--- src/rtl/mlpe_pkg.sv ---
// shared types and constants for the morse letter pulse encoder
// no dependencies; imported by every module of the block
package mlpe_pkg;

    localparam int UNIT_W      = 16;
    localparam int DUR_W       = 19;
    localparam int CHAR_W      = 8;
    localparam int QUEUE_DEPTH = 4;
    localparam int QPTR_W      = 2;
    localparam int QCNT_W      = 3;

    localparam logic [CHAR_W-1:0] CHAR_UPPER_A = 8'h41;
    localparam logic [CHAR_W-1:0] CHAR_UPPER_Z = 8'h5A;
    localparam logic [CHAR_W-1:0] CHAR_LOWER_A = 8'h61;
    localparam logic [CHAR_W-1:0] CHAR_LOWER_Z = 8'h7A;
    localparam logic [CHAR_W-1:0] CHAR_SPACE   = 8'h20;

    typedef struct packed {
        logic [CHAR_W-1:0] character;
        logic              text_end;
    } item_t;

    typedef struct packed {
        logic             lamp_on;
        logic [DUR_W-1:0] duration;
        logic             last;
    } result_t;

    // classified character waiting for the sequencer
    typedef struct packed {
        logic       letter;
        logic [2:0] len;
        logic [3:0] pat;     // first element in bit 3, 1 = dash
        logic [3:0] count;   // segments this request produces
    } desc_t;

    typedef struct packed {
        logic [QCNT_W-1:0] count;
        logic              full;
        logic              not_empty;
    } queue_status_t;

endpackage

--- src/rtl/mlpe_front.sv ---
// front end: folds case, looks up the letter pattern and counts segments
// depends on mlpe_pkg
module mlpe_front
    import mlpe_pkg::*;
(
    input  logic  start,
    input  logic  busy,
    input  item_t item,
    output logic  push,
    output desc_t desc
);

    // top three bits element count, low nibble pattern, last element in bit 0
    function automatic logic [6:0] letter_code(input logic [4:0] idx);
        logic [6:0] lut;
        case (idx)
            5'd0:    lut = 7'h21;
            5'd1:    lut = 7'h48;
            5'd2:    lut = 7'h4A;
            5'd3:    lut = 7'h34;
            5'd4:    lut = 7'h10;
            5'd5:    lut = 7'h42;
            5'd6:    lut = 7'h36;
            5'd7:    lut = 7'h40;
            5'd8:    lut = 7'h20;
            5'd9:    lut = 7'h47;
            5'd10:   lut = 7'h35;
            5'd11:   lut = 7'h44;
            5'd12:   lut = 7'h23;
            5'd13:   lut = 7'h22;
            5'd14:   lut = 7'h37;
            5'd15:   lut = 7'h46;
            5'd16:   lut = 7'h4D;
            5'd17:   lut = 7'h32;
            5'd18:   lut = 7'h30;
            5'd19:   lut = 7'h11;
            5'd20:   lut = 7'h31;
            5'd21:   lut = 7'h41;
            5'd22:   lut = 7'h33;
            5'd23:   lut = 7'h49;
            5'd24:   lut = 7'h4B;
            5'd25:   lut = 7'h4C;
            default: lut = 7'h00;
        endcase
        return lut;
    endfunction

    logic [CHAR_W-1:0] folded;
    logic [CHAR_W-1:0] offset;
    logic [6:0]        code;
    logic              is_letter;
    logic              is_space;
    logic [2:0]        len;
    logic [3:0]        pat_aligned;
    logic [3:0]        count;

    always_comb
    begin
        folded = item.character;
        if (item.character >= CHAR_UPPER_A && item.character <= CHAR_UPPER_Z)
        begin
            folded = item.character | CHAR_SPACE;
        end
        is_letter = (folded >= CHAR_LOWER_A) && (folded <= CHAR_LOWER_Z);
        is_space  = (folded == CHAR_SPACE);
        offset    = folded - CHAR_LOWER_A;
        code      = letter_code(offset[4:0]);
        len       = code[6:4];
        // left-align so the first element sits in bit 3
        pat_aligned = code[3:0] << (3'd4 - len);

        if (is_letter)
        begin
            count = {len, 1'b0} + 4'd1 + {3'b000, item.text_end};
        end
        else if (is_space)
        begin
            count = 4'd1 + {3'b000, item.text_end};
        end
        else
        begin
            count = {3'b000, item.text_end};
        end
    end

    assign desc.letter = is_letter;
    assign desc.len    = len;
    assign desc.pat    = pat_aligned;
    assign desc.count  = count;

    // characters that give no segment never enter the queue
    assign push = start && !busy && (count != 4'd0);

endmodule

--- src/rtl/mlpe_queue.sv ---
// short request queue between the front end and the segment sequencer
// depends on mlpe_pkg
module mlpe_queue
    import mlpe_pkg::*;
(
    input  logic          clk,
    input  logic          rst_n,
    input  logic          push,
    input  desc_t         push_desc,
    input  logic          pop,
    output desc_t         head,
    output queue_status_t status
);

    desc_t             entry_reg [QUEUE_DEPTH];
    logic [QPTR_W-1:0] wr_ptr_reg;
    logic [QPTR_W-1:0] wr_ptr_next;
    logic [QPTR_W-1:0] rd_ptr_reg;
    logic [QPTR_W-1:0] rd_ptr_next;
    logic [QCNT_W-1:0] count_reg;
    logic [QCNT_W-1:0] count_next;

    always_comb
    begin
        wr_ptr_next = wr_ptr_reg;
        rd_ptr_next = rd_ptr_reg;
        count_next  = count_reg;
        if (push)
        begin
            wr_ptr_next = wr_ptr_reg + 1'b1;
        end
        if (pop)
        begin
            rd_ptr_next = rd_ptr_reg + 1'b1;
        end
        if (push && !pop)
        begin
            count_next = count_reg + 1'b1;
        end
        else if (pop && !push)
        begin
            count_next = count_reg - 1'b1;
        end
    end

    always_ff @(posedge clk or negedge rst_n)
    begin
        if (!rst_n)
        begin
            wr_ptr_reg <= '0;
            rd_ptr_reg <= '0;
            count_reg  <= '0;
        end
        else
        begin
            wr_ptr_reg <= wr_ptr_next;
            rd_ptr_reg <= rd_ptr_next;
            count_reg  <= count_next;
        end
    end

    always_ff @(posedge clk)
    begin
        if (push)
        begin
            entry_reg[wr_ptr_reg] <= push_desc;
        end
    end

    assign head             = entry_reg[rd_ptr_reg];
    assign status.count     = count_reg;
    assign status.full      = (count_reg == QCNT_W'(QUEUE_DEPTH));
    assign status.not_empty = (count_reg != '0);

endmodule

--- src/rtl/mlpe_back.sv ---
// back end: walks the head request one segment per cycle, registered output
// depends on mlpe_pkg
module mlpe_back
    import mlpe_pkg::*;
(
    input  logic              clk,
    input  logic              rst_n,
    input  logic [UNIT_W-1:0] unit_ticks,
    input  desc_t             head,
    input  logic              not_empty,
    output logic              pop,
    output logic              result_valid,
    output result_t           result
);

    logic [3:0]       idx_reg;
    logic [3:0]       idx_next;
    logic             valid_reg;
    result_t          result_reg;
    result_t          result_next;
    logic [DUR_W-1:0] dur1;
    logic [DUR_W-1:0] dur3;
    logic [DUR_W-1:0] dur6;
    logic [3:0]       elem_end;
    logic             seg_last;

    always_comb
    begin
        dur1     = {{(DUR_W-UNIT_W){1'b0}}, unit_ticks};
        dur3     = dur1 + {dur1[DUR_W-2:0], 1'b0};
        dur6     = {dur3[DUR_W-2:0], 1'b0};
        elem_end = {head.len, 1'b0};
        seg_last = (idx_reg == head.count - 4'd1);

        result_next.last = seg_last;
        if (head.letter && idx_reg < elem_end)
        begin
            // even index: the mark, odd index: one unit dark after it
            result_next.lamp_on  = !idx_reg[0];
            if (idx_reg[0])
            begin
                result_next.duration = dur1;
            end
            else if (head.pat[~idx_reg[2:1]])
            begin
                result_next.duration = dur3;
            end
            else
            begin
                result_next.duration = dur1;
            end
        end
        else if (head.letter && idx_reg == elem_end)
        begin
            result_next.lamp_on  = 1'b0;
            result_next.duration = dur3;
        end
        else
        begin
            // space gap or word gap
            result_next.lamp_on  = 1'b0;
            result_next.duration = dur6;
        end

        pop      = not_empty && seg_last;
        idx_next = idx_reg;
        if (not_empty)
        begin
            idx_next = seg_last ? 4'd0 : idx_reg + 4'd1;
        end
    end

    always_ff @(posedge clk or negedge rst_n)
    begin
        if (!rst_n)
        begin
            idx_reg   <= '0;
            valid_reg <= 1'b0;
        end
        else
        begin
            idx_reg   <= idx_next;
            valid_reg <= not_empty;
        end
    end

    always_ff @(posedge clk)
    begin
        if (not_empty)
        begin
            result_reg <= result_next;
        end
    end

    assign result_valid = valid_reg;
    assign result       = result_reg;

endmodule

--- src/rtl/morse_letter_pulse_encoder_core.sv ---
// channel   | handshake              | payload
// ----------+------------------------+---------------------------------
// request   | start / busy           | item   (character, text_end)
// result    | result_valid (strobe)  | result (lamp_on, duration, last)
// config    | cfg_valid / cfg_ready  | cfg_data (unit_ticks)
//
// one segment per cycle: a letter of n elements has 2n+1 segments, a space one,
// plus one for the word gap; the segment sequencer sets the rate
// a request is taken whenever the four-entry queue has room, so start can
// follow start on the next cycle; results pass the queue and result registers
// reset empties the queue and loads unit_ticks with 100; results cannot stall
// top level of the morse letter pulse encoder; depends on mlpe_pkg,
// mlpe_front, mlpe_queue and mlpe_back
module morse_letter_pulse_encoder_core
    import mlpe_pkg::*;
(
    input  logic              clk,
    input  logic              rst_n,
    input  logic              start,
    output logic              busy,
    input  item_t             item,
    output logic              result_valid,
    output result_t           result,
    input  logic              cfg_valid,
    output logic              cfg_ready,
    input  logic [UNIT_W-1:0] cfg_data
);

    logic [UNIT_W-1:0] unit_ticks_reg;
    logic              push;
    logic              pop;
    desc_t             push_desc;
    desc_t             head;
    queue_status_t     q_status;

    assign cfg_ready = 1'b1;
    assign busy      = q_status.full;

    always_ff @(posedge clk or negedge rst_n)
    begin
        if (!rst_n)
        begin
            unit_ticks_reg <= UNIT_W'(100);
        end
        else if (cfg_valid && cfg_ready)
        begin
            unit_ticks_reg <= cfg_data;
        end
    end

    mlpe_front u_front (
        .start (start),
        .busy  (busy),
        .item  (item),
        .push  (push),
        .desc  (push_desc)
    );

    mlpe_queue u_queue (
        .clk       (clk),
        .rst_n     (rst_n),
        .push      (push),
        .push_desc (push_desc),
        .pop       (pop),
        .head      (head),
        .status    (q_status)
    );

    mlpe_back u_back (
        .clk          (clk),
        .rst_n        (rst_n),
        .unit_ticks   (unit_ticks_reg),
        .head         (head),
        .not_empty    (q_status.not_empty),
        .pop          (pop),
        .result_valid (result_valid),
        .result       (result)
    );

    // a segment is only ever shown for a queued request
    a_result_from_queue: assert property (@(posedge clk) disable iff (!rst_n)
        result_valid |-> $past(q_status.not_empty))
        else $error("result strobe without a queued request");

    // the segments of one request come in consecutive cycles
    a_segments_contiguous: assert property (@(posedge clk) disable iff (!rst_n)
        result_valid && !result.last |=> result_valid)
        else $error("gap inside the segments of one request");

    // the front end never writes into a full queue
    a_no_overflow: assert property (@(posedge clk) disable iff (!rst_n)
        push |-> !q_status.full && q_status.count < QCNT_W'(QUEUE_DEPTH))
        else $error("queue overflow");

    // an empty queue has nothing to retire
    a_no_underflow: assert property (@(posedge clk) disable iff (!rst_n)
        pop |-> q_status.not_empty)
        else $error("queue underflow");

endmodule
--- config.mk ---
export PLATFORM = sky130hd
export DESIGN_NAME = morse_letter_pulse_encoder_core
export DESIGN_NICKNAME = d
export VERILOG_FILES = /design/src/rtl/mlpe_pkg.sv /design/src/rtl/mlpe_front.sv /design/src/rtl/mlpe_queue.sv /design/src/rtl/mlpe_back.sv /design/src/rtl/morse_letter_pulse_encoder_core.sv
export SDC_FILE = /design/constraint.sdc
export NUM_CORES = 1
export LEC_CHECK = 0
export BUFFER_PORTS_ARGS = -buffer_cell sky130_fd_sc_hd__buf_2
export CELL_PAD_IN_SITES_DETAIL_PLACEMENT = 2
export CELL_PAD_IN_SITES_GLOBAL_PLACEMENT = 2
export CORE_UTILIZATION = 40
export CTS_CLUSTER_DIAMETER = 60
export DETAILED_ROUTE_END_ITERATION = 8
export MAX_ROUTING_LAYER = met4
export PLACE_DENSITY = 0.9
export SYNTH_ARGS = -nofsm -noshare
export SYNTH_HDL_FRONTEND = slang
export SYNTH_SLANG_ARGS = --single-unit
--- constraint.sdc ---
create_clock -name clk -period 4 [get_ports clk]
set_input_delay 0.2 -clock clk [delete_from_list [all_inputs] [get_ports clk]]
set_output_delay 0.2 -clock clk [all_outputs]
set_load 0.03 [all_outputs]
Word-level counts from Yosys, hierarchy flattened
Memory sizes are Yosys's and may differ from the RTL's.
Cells that the tools add are included.
{ "word_totals": {"romBits": 224, "ram_bits": 48, "wordCells": 65, "register_bits": 49, "n_memories": 2, "latchBits": 0, "out_inout_bits": 24} }
{ "mem_list": {"columns": ["name", "depth", "width", "rd", "rd_clocked_by_memory_dff", "write_ports", "line", "source"], "rows": [
  ["(no name shown)", 32, 7, 1, 0, 0, "mlpe_front.sv:16", "case (idx)"],
  ["u_queue.entry_reg", 4, 12, 1, 0, 1, "mlpe_queue.sv:15", "desc_t entry_reg [QUEUE_DEPTH];"]
]} }
{ "op_classes": {"addsub": 12, "n_eq_ne": 4, "n_mux": 14, "magnitude_cmp": 6, "reduce_logical": 16, "n_div": 0, "multipliers": 0, "n_shift": 1, "bitwise": 1} }
{ "ops": {"columns": ["operator", "count"], "rows": [
  ["2-to-1 mux 19 bit", 3],
  ["2-to-1 mux 20 bit", 1],
  ["adder 16 x 17 -> 18 bit", 1],
  ["greater-or-equal comparator 8 x 7 -> 1 bit, second input constant", 2],
  ["<= comparator 8 x 7 -> 1 bit, second input constant", 2],
  ["2-to-1 mux 4 bit", 3],
  ["logical AND 1 bit", 9],
  ["adder 4 x 1 -> 4 bit, second input constant", 2],
  ["== test 4 bit", 2],
  ["== test 8 x 6 -> 1 bit, second input constant", 1],
  ["2-to-1 mux 3 bit", 2],
  ["2-to-1 mux 6 bit", 1],
  ["subtractor 5 x 1 -> 5 bit, second input constant", 1],
  ["adder 2 x 1 -> 2 bit, second input constant", 2],
  ["adder 4 x 1 -> 4 bit", 1],
  ["logical NOT 1 bit", 4],
  ["less-than comparator 4 bit", 1],
  ["nonzero test 4 bit", 1],
  ["<< shifter 4 x 3 -> 4 bit", 1],
  ["subtractor 4 x 1 -> 4 bit, second input constant", 1],
  ["adder 3 x 1 -> 3 bit, second input constant", 1],
  ["== test 3 bit, second input constant", 1],
  ["less-than comparator 2 x 3 -> 1 bit, second input constant", 1],
  ["2-to-1 mux 1 bit", 3],
  ["7 further kinds", 7]
]} }

Longest topological paths before layout
An unclocked memory read counts as a cell.
{ "logic_depth": {"depth_word": 14, "depth_mapped": 20} }

Modules after synthesis
A second synthesis with hierarchy kept.
{ "hier_totals": {"hier_cells": 518, "area_unflattened_um2": 6128.4} }
{ "modules_own_cells": {"columns": ["module", "seq_area_each_um2", "area_per_inst_um2", "cells_each", "instances"], "rows": [
  ["mlpe_queue", 1616.6, 2154.6, 97, 1],
  ["mlpe_back", 755.7, 2117.0, 214, 1],
  ["mlpe_front", 0.0, 1192.4, 171, 1],
  ["morse_letter_pulse_encoder_core", 404.1, 664.4, 36, 1]
]} }

Worst setup path after synthesis
Ideal clock, no wire load.
{ "synth_timing": {"kind": "input to register", "from": "input port item[1] (netlist name)", "to": "register u_queue.count_reg[1]", "arrival_ns": 3.473, "path_slack_ns": 0.402, "path_stages": 17, "setup_ns": 0.125, "t_required_ns": 3.875, "path_buffers": 2, "cell_sequence": "buf_2 -> inv_1 -> ha_1 -> buf_6 -> nand2b_1 -> nor2_1 -> xor2_1 -> nor2_1 -> a22oi_2 -> inv_1 -> ha_1 -> nor3b_1 -> a31oi_4 -> ha_1 -> inv_1 -> fa_1 -> mux2_2"} }
{ "synth_rtl": {"columns": ["item", "line", "source"], "rows": [
  ["from (decl)", "morse_letter_pulse_encoder_core.sv:21", "input item_t item,"],
  ["to (signal assigned)", "mlpe_queue.sv:58", "count_reg <= count_next;"],
  ["to (decl)", "mlpe_queue.sv:20", "logic [QCNT_W-1:0] count_reg;"]
]} }

==> flow_summary.json <==
{
  "drive_gt1_share_pct": 21.49,
  "grt_pass1_vias": 4763,
  "cts_buffers": 9,
  "tritoncts": "built",
  "synthCells": 487,
  "die_height_um": 121.4,
  "synthSimpleGateAreaFrac_pct": 9.855,
  "path_max_fanout": 16,
  "clk_pin_slew_ns": 0.06,
  "clock-sinks": 97,
  "vias": 4182,
  "ir_drop_uv": 212.0,
  "seqPwrFrac_pct": 35.6,
  "synth.area.mux_share_pct": 10.16,
  "worstHoldStart": "cfg_data[1]",
  "antenna_cells": 0,
  "synth-async-reset-ratio_pct": 28.87,
  "hold_class": "input port to register",
  "dr.pass1.iters": 4,
  "setup_tns_ns": 0,
  "dieArea_um2": 14730,
  "routabilityCongestion": 0.8388,
  "max_slew_margin_pct": 22.13,
  "critPathRequiredTime_ns": 4.09,
  "outcome": "finished clean",
  "wl_per_cell_um": 23.52,
  "synthesis.nets": 555,
  "largest_reg_flops": 48,
  "cp.arrival_ns": 3.89,
  "wl_mm": 17.14,
  "synth_top_area_cell": "edfxtp_1",
  "clock_skew_ns": 0.005072,
  "std_cell_rows": 43,
  "clk_latency_ns": 0.35,
  "die_x_um": 121.4,
  "p_comb_share_pct": 47.3,
  "ios": 53,
  "ys.flop_type": "edfxtp_1",
  "p_int_mw": 2.652,
  "core_area_um2": 13880,
  "viasPerCell": 5.737,
  "htree_levels": 3,
  "cts_buffer_depth": 2,
  "critical_path.cell_chain": "buf_4 > mux4_2 > inv_1 > ha_1 > a21o_1 > a21oi_1 > mux2i_1 > nand3b_1 > inv_1 > a221o_1",
  "netlist_area_um2": 5700,
  "reg2reg_from": "u_queue.rd_ptr_reg[0]",
  "drcViolationCount": 0,
  "placement.io_buffers": 51,
  "cp-startpoint": "u_queue.rd_ptr_reg[0]",
  "synth_edf_count": 69,
  "grt_pass1_wl_mm": 27.49,
  "switching_share_pct": 41.50,
  "finalNetCount": 612,
  "hpwl_mm": 12.69,
  "synth_top_family_by_area": "compound AO/OA/AOI/OAI gates",
  "synthTopCellsByArea": "edfxtp_1, dfrtp_1, ha_1",
  "synth_compound_area_share_pct": 13.65,
  "start_kind": "register",
  "grt-ovfl-total": 0,
  "ys_types": 63,
  "areaGrowthSynthToFinish_pct": 13.24,
  "path_common_cell": "inv_1",
  "finalHoldViolCount": 0,
  "path_class": "register to register",
  "initial_utilization_pct": 41.07,
  "grt_max_degree": 29,
  "fin_crit_ns": 3.796,
  "synth_commonest_cells": "edfxtp_1, ha_1, nand2_1",
  "worst_path_largest_cell_delay_ns": 0.55,
  "ant_nets": 0,
  "fmax_mhz": 263.4,
  "pwr_density_cell_nw_per_um2": 702.3,
  "yosys_warnings": 0,
  "yosys_register_bits": 97,
  "grt_antenna_before_repair": 0,
  "max_cap_viol_count": 0,
  "setup_viol": 0,
  "clockPowerShare_pct": 17.1,
  "syn_avg_cell_area_um2": 11.71,
  "rsz0062_at_grt": "no",
  "synth_xor_xnor_area_share_pct": 4.895,
  "cp-end-kind": "register",
  "power.leakage_nw": 2.611,
  "slowest_stage": "mux4_2",
  "period_share_pct": 94.91,
  "p_switching_mw": 1.881,
  "slew_violations": 0,
  "gr-usage-all-layers_pct": 25.88,
  "synth_top_cell_area_share_pct": 36.35,
  "drt_iter0_markers": 280,
  "whs_ns": 0.08072,
  "tightest_slew_ns": 1.156,
  "synth_fa_ha_area_share_pct": 8.824,
  "synth_most_common_cell": "edfxtp_1",
  "synth.yosys.seq_area_share_pct": 48.71,
  "ctsRootBufferMaster": "clkbuf_16"
}
-- layer usage --
| metal | wire length (um) | GRT usage, % | vias to the layer above |
|---|---|---|---|
| met2 | 9004 | 45.03 | 72 |
| met5 | 0 | - | - |
| li1 | - | - | 1918 |
| met1 | 7363 | 31.01 | 2162 |
| met4 | 349 | 8.565 | 0 |
| met3 | 427 | 3.195 | 30 |
-- critical path, delay by kind of cell (launching register included) --
kind                     cells  cell delay (ns)
AO/OA/AOI/OAI                3             0.96
AND/OR/NAND/NOR              1             0.55
adder cells (fa/ha/maj)      1             0.24
flip-flops                   1             0.49
buffers and inverters        3             0.59
multiplexers                 2             0.70
-- path summary, 6_finish.rpt --
path | end | slack [ns] | depth (start not counted)
worst max-delay path | u_back.result[11] | 0.20 | 10
worst min-delay path | unit_ticks_reg[1] | 0.08 | 3
worst max register to register | u_back.result[11] | 0.20 | 10
worst min register to register | u_queue.count_reg[2] | 0.54 | 1
max in group asynchronous | u_queue.rd_ptr_reg[0] | 3.03 | 2
min in group asynchronous | unit_ticks_reg[10] | 0.47 | 2
-- stage by stage --
stage	cell area [um2]	worst slack, ns	total power [mW]	std cells	utilization (%)
floorplan	5700	0.4019	3.030	487	-
global placement	6187	0.2907	3.480	712	44.57
detailed placement	6187	-0.05909	3.733	712	44.57
CTS	6449	0.1431	4.554	729	46.46
global route	6455	0.0006670	4.777	729	46.50
finish	6455	0.2035	4.533	729	46.50
-- power by group through the flow --
stage               Sequential, mW  Clock, mW  Combinational, mW
floorplan                     1.77          0               1.26
global placement              1.59          0               1.89
detailed placement            1.63          0               2.10
CTS                           1.62      0.787               2.15
global route                  1.64      0.825               2.31
finish                        1.61      0.775               2.14
-- cells by family (layout without fill, tap and decap cells) --
| logic type | Yosys count | in the layout |
|---|---|---|
| AO/OA/AOI/OAI | 114 | 114 |
| XOR/XNOR | 31 | 31 |
| other | 1 | 1 |
| buffers and inverters | 50 | 112 |
| flip-flops | 97 | 97 |
| adder cells (fa/ha/maj) | 39 | 39 |
| AND/OR/NAND/NOR | 115 | 115 |
| multiplexers | 40 | 40 |
-- area by class of cell --
| class | instances | area [um2] |
|---|---|---|
| repair buffers | 68 | 385.4 |
| clock buffers | 15 | 247.7 |
| flip-flops and latches | 97 | 2776 |
| multi-input cells | 340 | 2711 |
| inverters | 28 | 105.1 |
| fillers | 1428 | 7426 |
| well taps | 180 | 225.2 |
| clock inverters | 1 | 3.754 |
-- placed cells by master, fill, tap and decap left out, types with 7 or more instances in the layout --
master     Yosys  layout
a21o_1         7       7
a21oi_1       24      24
and2_1         7       7
buf_2         12      51
buf_4          2      16
clkbuf_16      0       9
dfrtp_1       25      25
edfxtp_1      69      69
ha_1          37      37
inv_1         28      28
mux2_2        19      19
mux2i_1        8       8
mux4_2        12      12
nand2_1       37      37
nand2b_1       9       9
nor2_1        29      29
nor3_1         7       7
o211ai_1       7       7
o21ai_0       30      30
o221ai_1       8       8
xnor2_1       20      20
xor2_1        10      10
-- timing repair --
action	CTS	global route
buffers inserted	0	0
resized for setup	0	1
endpoints found under the hold margin	25	0
hold buffers	1	0
setup endpoints to repair	0	1
(Power assumes the default switching activity.)
